## src/hdl/isort_pkg.sv

```systemverilog
// Shared types and constants for the insertion sorter.
package isort_pkg;

   localparam int DATA_WIDTH    = 32;
   localparam int DEPTH_DEFAULT = 64;

   typedef struct packed {
      logic signed [DATA_WIDTH-1:0] value;
      logic                         set_end;
   } req_type;

   typedef struct packed {
      logic signed [DATA_WIDTH-1:0] sorted_value;
      logic                         run_end;
      logic                         overflow;
   } rsp_type;

   // Commands from controller to datapath
   typedef struct packed {
      logic accept;   // input word taken this cycle
      logic emit;     // output word taken this cycle
   } cmd_type;

   // Status from datapath to controller
   typedef struct packed {
      logic last_word;  // the word at the head of the store is the final one
   } status_type;

endpackage

```

## src/hdl/isort_ctrl.sv

```systemverilog
// Controller for the insertion sorter: fill and emit phases.
module isort_ctrl (
   input  logic                   clock,
   input  logic                   reset,
   input  logic                   req_valid,
   input  logic                   req_set_end,
   output logic                   req_stall,
   output logic                   rsp_valid,
   input  logic                   rsp_stall,
   input  isort_pkg::status_type  status,
   output isort_pkg::cmd_type     cmd
);
   import isort_pkg::*;

   typedef enum logic {
      FILL,
      EMIT
   } state_type;

   state_type state_ff;
   logic      req_stall_ff;
   logic      rsp_valid_ff;

   assign cmd.accept = req_valid && !req_stall_ff;
   assign cmd.emit   = rsp_valid_ff && !rsp_stall;
   assign req_stall  = req_stall_ff;
   assign rsp_valid  = rsp_valid_ff;

   always_ff @(posedge clock) begin
      if (reset) begin
         state_ff     <= FILL;
         req_stall_ff <= 1'b0;
         rsp_valid_ff <= 1'b0;
      end else begin
         unique case (state_ff)
            FILL: begin
               if (cmd.accept && req_set_end) begin
                  state_ff     <= EMIT;
                  req_stall_ff <= 1'b1;
                  rsp_valid_ff <= 1'b1;
               end
            end
            EMIT: begin
               if (cmd.emit && status.last_word) begin
                  state_ff     <= FILL;
                  req_stall_ff <= 1'b0;
                  rsp_valid_ff <= 1'b0;
               end
            end
            default: begin
               state_ff     <= FILL;
               req_stall_ff <= 1'b0;
               rsp_valid_ff <= 1'b0;
            end
         endcase
      end
   end

   // Input and output phases never overlap
   a_phase_excl: assert property (@(posedge clock) disable iff (reset)
      rsp_valid_ff == req_stall_ff)
      else $error("input open while results pending");

   // A set end starts emission on the next cycle
   a_set_end_emits: assert property (@(posedge clock) disable iff (reset)
      cmd.accept && req_set_end |=> rsp_valid_ff)
      else $error("set end did not start emission");

   // Emission continues until the final word goes out
   a_emit_holds: assert property (@(posedge clock) disable iff (reset)
      rsp_valid_ff && !(cmd.emit && status.last_word) |=> rsp_valid_ff)
      else $error("emission stopped early");

endmodule

```

## config.mk

```make
export PLATFORM = sky130hd
export DESIGN_NAME = isort_ctrl
export DESIGN_NICKNAME = d
export VERILOG_FILES = /design/src/hdl/isort_pkg.sv /design/src/hdl/isort_ctrl.sv
export SDC_FILE = /design/constraint.sdc
export NUM_CORES = 1
export LEC_CHECK = 0
export ABC_AREA = 1
export BUFFER_PORTS_ARGS = -buffer_cell sky130_fd_sc_hd__buf_2
export CAP_MARGIN = 40
export CORE_AREA = 2 2 39 41
export DETAILED_ROUTE_END_ITERATION = 8
export DIE_AREA = 0 0 41 43
export GPL_ROUTABILITY_DRIVEN = 0
export PLACE_DENSITY_LB_ADDON = 0.3
export SLEW_MARGIN = 0
export SYNTH_ARGS = -nofsm -noshare
export SYNTH_HDL_FRONTEND = slang
export SYNTH_SLANG_ARGS = --single-unit
```

## constraint.sdc

```tcl
create_clock -name clock -period 2.2 [get_ports clock]
set_input_delay 0 -clock clock [delete_from_list [all_inputs] [get_ports clock]]
set_output_delay 0 -clock clock [all_outputs]
set_load 0.05 [all_outputs]
```

# Word level (Yosys, flattened, before mapping)
# Index checks and enable logic that the tools add are counted.
# W data, S select, Z words.
# classes
eq_ne	2
n_bitwise	1
reduce_logical	7
n_mux	6
# op_table
cell	n
$logic_and A1 B1 Y1	4
$mux W1	4
$pmux W1 S2	2
$logic_not A1 Y1	2
$ne A2 B1 Y1 const B	1
$ne A2 B2 Y1 const B	1
$reduce_and A2 Y1	1
$not A1 Y1	1
# totals
input_bits	6
out_inout_bits	4
word_cells	18
regBits	2

# Longest topological paths before layout
# Gate-level depths: netlist of run 1.
# logic_depth
depth_word	5
depth_mapped	5
depth_no_buf	5

# Least setup slack after synthesis of run 1
# No wires, ideal clock.
# synth_timing
path_type	reg-to-reg
startpoint	register rsp_valid_ff, in the netlist rsp_valid
endpoint	register rsp_valid_ff, in the netlist rsp_valid
stages_incl_launch_ff	6
n_path_buf	0
setup_slack_ps	791
arrival_time_ps	1293
period_less_slack_ps	1409
t_required_ps	2084
setup_ps	116
cell_sequence	dfxtp_1 inv_2 nor2_4 nand2_2 nand3_1 nand2_1
# synth_rtl
item	line_no	source
start, declared	isort_ctrl.sv:22	logic rsp_valid_ff;
start signal, assigned	isort_ctrl.sv:33	rsp_valid_ff <= 1'b0;
start signal, assigned	isort_ctrl.sv:40	rsp_valid_ff <= 1'b1;
start signal, assigned	isort_ctrl.sv:47	rsp_valid_ff <= 1'b0;

==> key figures, run 1 <==
Run status
  • Status: completed

Die
  • CORE AREA: 0.00138 mm2
  • DIE HEIGHT: 43 um
  • Die width: 41 um
  • Initial Utilization: 9.31%
  • Die area: 0.00176 mm2
  • Rows: 14
  • IO Count: 10

Min path
  • Hold Startpoint: reset
  • Hold Path End: state_ff$_SDFF_PP0_
  • Cells on Worst Hold Path: 4
  • Hold Path Class: input port to flip-flop

Yosys
  • Synth top cells by count: 4 x inv_1, 4 x nand2_1, 2 x dfxtp_1, 2 x nand3_1
  • Area of the mapped netlist: around 130 um2
  • #FFs+latches synth: 2
  • Sequential-to-total area share from yosys stat: 31.1%
  • FFs w/ async S/R, synth: 0%
  • Post-synth EDFFs: 0
  • Synth warn: 0
  • Mapped Cells: 20
  • Synthesized Nets: 26
  • Yosys cell types: 12
  • Biggest area consumer among synthesized cells: dfxtp_1
  • Synth area leaders: dfxtp_1 31%, inv_1 12%, nand2_1 12%, nor2_4 8.7%, nand3_1 7.8%
  • Main flop type after synthesis: dfxtp_1
  • Syn_area_per_cell: ~6.4 um2
  • Post-synth top area share: 31.1%

Drt
  • Post-Route WL: approximately 300 um
  • Post-route DRC: 0
  • Post-DRT Antenna Nets: 0
  • Vias: between 100 and 150
  • 1st-iter DRT viols: 0
  • Via-to-Cell Ratio: 3.13
  • Drt first pass iters: 1
  • Avg WL per Cell: 6.49 um

Placement
  • IO buf count: 9
  • Hpwl dp: 253 um

Clock tree
  • Setup Fix Bufs, Post-CTS: 0
  • Clk buf depth: 2
  • Clock Sink Count: 2
  • TritonCTS Buffers: 3
  • Clk Latency, worst-skew pair: 0.22 ns
  • CTS tree: done
  • CTS clk-pin slew, worst paths: 0.03 ns
  • Cts hold-fix bufs: 0
  • Post-CTS resize count: 0
  • H-Tree Level Count: 1
  • CTS root buf: clkbuf_4

Timing
  • Final min period: 1.04 ns
  • Final Max Tran Viols: 0
  • Final number of setup-violating endpoints: 0
  • Setup_tns: 0 ns
  • Final hold viol count: 0
  • Skew final: 0.000372 ns
  • Peak Freq: ~0.96 GHz
  • Fin crit share: between 40% and 50%
  • Slew margin rel.: a little over four fifths
  • Worst Tran Pin Value: ~0.25 ns
  • RSZ-0062 raised after global routing: no

Worst setup path
  • Worst EP required: 2.20 ns
  • Data arrival, critical path: 1.04 ns
  • Setup CP Type: flip-flop to output port
  • R2r worst-path depth: 5
  • Reg-to-reg slack, setup: 1.37 ns
  • Worst r2r src: rsp_valid$_SDFFE_PP0P_
  • CP Capture Type: output port
  • Crit path launch type: flip-flop
  • Largest fanout on the critical path: 5
  • Worst r2r dst: rsp_valid$_SDFFE_PP0P_

Global route
  • GRT Util Overall: 5.11%
  • Initial antenna violation count: 0
  • Busiest grt layer: met4
  • Largest net degree at the start of global routing: 6
  • Number of global-route vias before repair: roughly 150
  • Grt met2 use: 6.56%
  • Total gr overflow: 0
  • Met1 usage: about 3.8%
  • Grt met3 use: 3.14%
  • First-pass GRT wire length: 510 um

Finish
  • N_diodes: 0
  • Layout cells sized above 1: 51.6%
  • Final nets: 39
  • Area Growth Syn to Fin: 62.1%
  • Layout filler cell count: 161

Power
  • Static leakage: 0.118 nW
  • Final Power: 166 uW
  • Power Density: 796 mW/mm2
  • Maximum vdd drop: about 0.11 mV

Flow run
  • Maxcap violations: 0
[final cells by class]
class	instances	area, um2	area share (%)
Multi-Input combinational cell	11	58.8	28.1
Inverter	6	22.5	10.8
Tap cell	16	20.0	9.58
Timing Repair Buffer	9	45.0	21.6
Clock buffer	3	22.5	10.8
Sequential cell	2	40.0	19.2
[logic make-up (layout without fill, tap and decap cells)]
logic type | after synthesis | in the layout | share of synthesized area (%)
flip-flops | 2 | 2 | 31.1
buffers and inverters | 7 | 18 | 23.3
AND/OR/NAND/NOR | 11 | 11 | 45.6
[worst max path at each step]
stage	from	end	slack (ns)	cells after the start
2_1_floorplan	rsp_valid$_SDFFE_PP0P_	rsp_valid$_SDFFE_PP0P_	0.79	5
3_3_place_gp	rsp_valid$_SDFFE_PP0P_	rsp_valid$_SDFFE_PP0P_	1.36	5
3_5_place_dp	rsp_valid$_SDFFE_PP0P_	rsp_valid$_SDFFE_PP0P_	1.35	5
4_1_cts	rsp_valid$_SDFFE_PP0P_	cmd[0]	1.13	3
5_1_grt	rsp_valid$_SDFFE_PP0P_	cmd[0]	1.08	3
6_report	rsp_valid$_SDFFE_PP0P_	cmd[0]	1.16	3
[worst max-delay path, cell delays in order, from the launching register on]
cell and delay [ns]:
dfxtp_1 0.39, inv_2 0.07, nor2_4 0.09, buf_2 0.26
[per-stage QoR]
step	std cells	area, um2	hold slack [ns]	setup slack, ns	util (%)
after floorplan	20	129	0.0625	0.791	-
after global placement	44	186	0.281	1.36	13.5
after CTS	47	209	0.0531	1.13	15.1
final	47	209	0.0542	1.16	15.1
after detailed placement	44	186	0.289	1.35	13.5
after global routing	47	209	0.0904	1.08	15.1
[routing by layer]
metal  vias to the layer above  wire length (um)
li1                         81                 -
met1                        59               102
met2                         5               159
met3                         2                39
met4                         0                 4
met5                         -                 0
[sequential cells by signal (all words and copies together), names as in the netlist]
name / cells
state_ff: 1
rsp_valid: 1
[power by group]
group	leakage, nW	total (mW)	switching, mW	internal (mW)
sequential	0.0165	0.0426	0.00294	0.0397
clock	0.0138	0.0796	0.0196	0.0601
combinational	0.0880	0.0440	0.0322	0.0118
total	0.118	0.166	0.0547	0.112
[cell usage in the layout (no fill, tap or decap)]
cell type and instances:
buf_2 9, clkbuf_4 3, clkinv_1 1, dfxtp_1 2, inv_1 4, inv_2 1, nand2_1 4, nand2_2 1
nand3_1 2, nand4_1 1, nor2_1 1, nor2_2 1, nor2_4 1
Note: power is estimated with default switching activity, not from simulation.
==> run 2, diff against run 1 <==
Settings changed: ABC_AREA 1 to 0.
Clock period 2.2 ns to 1.1 ns, I/O delays scaled along.
==> run 2 against run 1 <==
Net effect: worst setup slack got worse by 1.0 ns; global-route usage fell by 0.50 points; critical path depth fell by 1; synthesized cell count fell by 35%; worst hold slack got worse by 0.043 ns; die area did not move; wire length fell by 2.3%; area after synthesis fell by 4.9%; clock-buffer cell count did not move; power rose by 110%; first-iteration DRC count rose by 2; largest power group unchanged.
==> key figures, run 2 <==
Run status
  • Status: completed

Worst setup path
  • Setup CP Type: flip-flop to output port
  • CP Capture Type: output port
  • Crit path launch type: flip-flop
  • Data arrival, critical path: 0.98 ns (-0.06 ns)
  • Worst EP required: 1.10 ns (-1.10 ns)
  • Slowest CP cell: dfxtp_2
  • Crit-path max cell delay: 0.37 ns (-0.02 ns)
  • CP Cell Sequence: and2b_1, buf_2
  • Largest fanout on the critical path: 6 (+1)

Clock tree
  • H-Tree Level Count: 1 (unchanged)
  • CTS tree: done
  • Clk Latency, worst-skew pair: 0.23 ns (about the same)
  • CTS root buf: clkbuf_4
  • Post-CTS resize count: 0 (unchanged)
  • CTS clk-pin slew, worst paths: 0.03 ns (about the same)
  • Clock Sink Count: 2 (unchanged)
  • Cts hold-fix bufs: 0 (unchanged)
  • TritonCTS Buffers: 3 (unchanged)
  • Clk buf depth: 2 (unchanged)
  • Setup Fix Bufs, Post-CTS: 0 (unchanged)

Global route
  • Busiest grt layer: met3
  • GRT Util Overall: 4.60% (-0.50 points)
  • Number of global-route vias before repair: 110 (-26%)
  • Initial antenna violation count: 0 (unchanged)
  • Total gr overflow: 0 (unchanged)
  • Largest net degree at the start of global routing: 7 (+1)
  • Met1 usage: 6.37% (+2.5 points)
  • Grt met2 use: 2.50% (-4.1 points)
  • Grt met3 use: 9.42% (+6.3 points)
  • First-pass GRT wire length: 434 um (-15%)

Die
  • IO Count: 10 (unchanged)
  • Rows: 14 (unchanged)
  • Die width: 41 um (unchanged)
  • DIE HEIGHT: 43 um (unchanged)
  • Initial Utilization: 8.86% (-0.45 points)
  • Die area: 0.00176 mm2 (unchanged)
  • CORE AREA: 0.00138 mm2 (unchanged)

Drt
  • Post-Route WL: 298 um (-2.3%)
  • Post-DRT Antenna Nets: 0 (unchanged)
  • 1st-iter DRT viols: 2 (+2)
  • Drt first pass iters: 4 (+3)
  • Via-to-Cell Ratio: 3.25 (+3.9%)
  • Vias: 130 (-12%)
  • Post-route DRC: 0 (unchanged)
  • Avg WL per Cell: 7.45 um (+15%)

Finish
  • Area Growth Syn to Fin: 68.4%
  • Area occupied by multi-input gates: 77.6 um2 (+32%)
  • Final nets: 32 (-18%)
  • Most frequent cells in the layout: 9 x buf_2, 3 x clkbuf_4, 2 x nand2b_1
  • Finished layout cell area: 206 um2 (-1.2%)
  • Layout filler cell count: 153 (-5.0%)
  • N_diodes: 0 (unchanged)
  • Most common cell after layout, fill and taps aside: buf_2
  • Reg area: 41.3 um2 (+3.1%)
  • Layout cells sized above 1: 62.5% (+11 points)

Timing
  • Slew margin rel.: 83.6% (+0.27 points)
  • Final number of setup-violating endpoints: 0 (unchanged)
  • Worst Tran Pin Value: 0.248 ns (-0.00406 ns)
  • Final min period: 0.977 ns
  • Peak Freq: 1.02 GHz
  • Skew final: 0.00626 ns (+0.00589 ns)
  • RSZ-0062 raised after global routing: no
  • Final Max Tran Viols: 0 (unchanged)
  • Fin crit share: around nine tenths
  • Setup_tns: 0 ns (unchanged)
  • Final hold viol count: 0 (unchanged)

Power
  • Clk pwr share: 46.2% (-1.7 points)
  • Comb pwr share: 26.7% (+0.2 points)
  • Power Density: 1700 mW/mm2 (+110%)
  • Switching share of power: 33.1% (+0.16 points)
  • Sequential Power Share: 27.1% (+1.5 points)
  • Maximum vdd drop: 0.667 mV (+490%)
  • Switch Pwr: 116 uW (+110%)
  • Int Pwr: 235 uW (+110%)
  • Static leakage: 0.101 nW (-15%)

Yosys
  • Mapped Cells: 13 (-35%)
  • Main flop type after synthesis: dfxtp_1
  • Synth area leaders: dfxtp_1 33%, o32ai_2 13%, nand2b_1 10%, nor2b_1 10%, and3b_1 7.1%
  • FFs w/ async S/R, synth: 0% (unchanged)
  • #FFs+latches synth: 2 (unchanged)
  • Post-synth EDFFs: 0 (unchanged)
  • Biggest area consumer among synthesized cells: dfxtp_1
  • Yosys cell types: 10 (-2)
  • Post-synth top area share: 32.7% (+1.6 points)
  • Synthesized Nets: 19 (-27%)
  • Synth top cells by count: 2 x dfxtp_1, 2 x nand2b_1, 2 x nor2b_1
  • Sequential-to-total area share from yosys stat: 32.7% (+1.6 points)
  • Synth warn: 0 (unchanged)
  • Area of the mapped netlist: 123 um2 (-4.9%)
  • Syn_area_per_cell: 9.43 um2 (+46%)

Min path
  • Hold Path Class: input port to flip-flop

Placement
  • IO buf count: 9 (unchanged)
  • Placed Area: 184 um2 (-1.3%)

Flow run
  • Maxcap violations: 0 (unchanged)
run 2: cell count changes after synthesis, sizes merged, moves of 2 or more:
cell	change
nand3	-2
nor2	-3
nand2	-4
nand2b	+2
o32ai	+2
inv	-5
nor2b	+2
run 2: kinds of logic (layout without fill, tap and decap cells):
| family | after synthesis | in the layout | synth area share [%] |
|---|---|---|---|
| simple gates | 7 | 7 | 36.7 |
| compound gates | 3 | 3 | 24.5 |
| flops | 2 | 2 | 32.7 |
| buf+inv | 1 | 12 | 6.12 |
run 2: worst max-delay path: cells and delay by family (launching register included):
family / cells / cell delay, ns
flip-flops: 1 / 0.37
buffers and inverters: 1 / 0.25
AND/OR/NAND/NOR: 1 / 0.13
run 2: path summary, 6_finish.rpt:
kind	start	to	slack, ns	cells past startpoint
max reg2reg	state_ff$_SDFF_PP0_	rsp_valid$_SDFFE_PP0P_	0.36	2
min reg2reg	state_ff$_SDFF_PP0_	rsp_valid$_SDFFE_PP0P_	0.51	1
min	reset	rsp_valid$_SDFFE_PP0P_	0.01	2
max	rsp_valid$_SDFFE_PP0P_	cmd[0]	0.12	2
run 2: metrics by stage:
step                      worst slack, ns  hold WS (ns)  power, mW  utilization (%)  cells
after floorplan                     0.125         0.107      0.168                -     13
after global placement              0.363         0.253      0.191             13.3     37
after detailed placement            0.352         0.250      0.190             13.3     37
after CTS                           0.105       0.00838      0.360             14.9     40
after global routing               0.0691        0.0221      0.383             14.9     40
final                               0.123        0.0111      0.351             14.9     40
run 2: area by class of cell:
type	count	area share, %
clock buffer	3	10.9
multi-input combinational	10	37.6
tap	16	9.70
timing repair buffer	9	21.8
sequential	2	20.0
run 2: metal layers:
layer / vias to the layer above / share of wire, %
met5: - / 0
met4: 0 / 0
met3: 0 / 30
met2: 13 / 16
met1: 49 / 53
li1: 68 / -
run 2: power by group through the flow:
stage	registers (mW)	logic, mW	clock network (mW)
4_1_cts	0.0950	0.0946	0.171
5_1_grt	0.0976	0.101	0.184
6_report	0.0953	0.0936	0.162
3_5_place_dp	0.0961	0.0942	0
3_3_place_gp	0.0961	0.0948	0
2_1_floorplan	0.106	0.0616	0
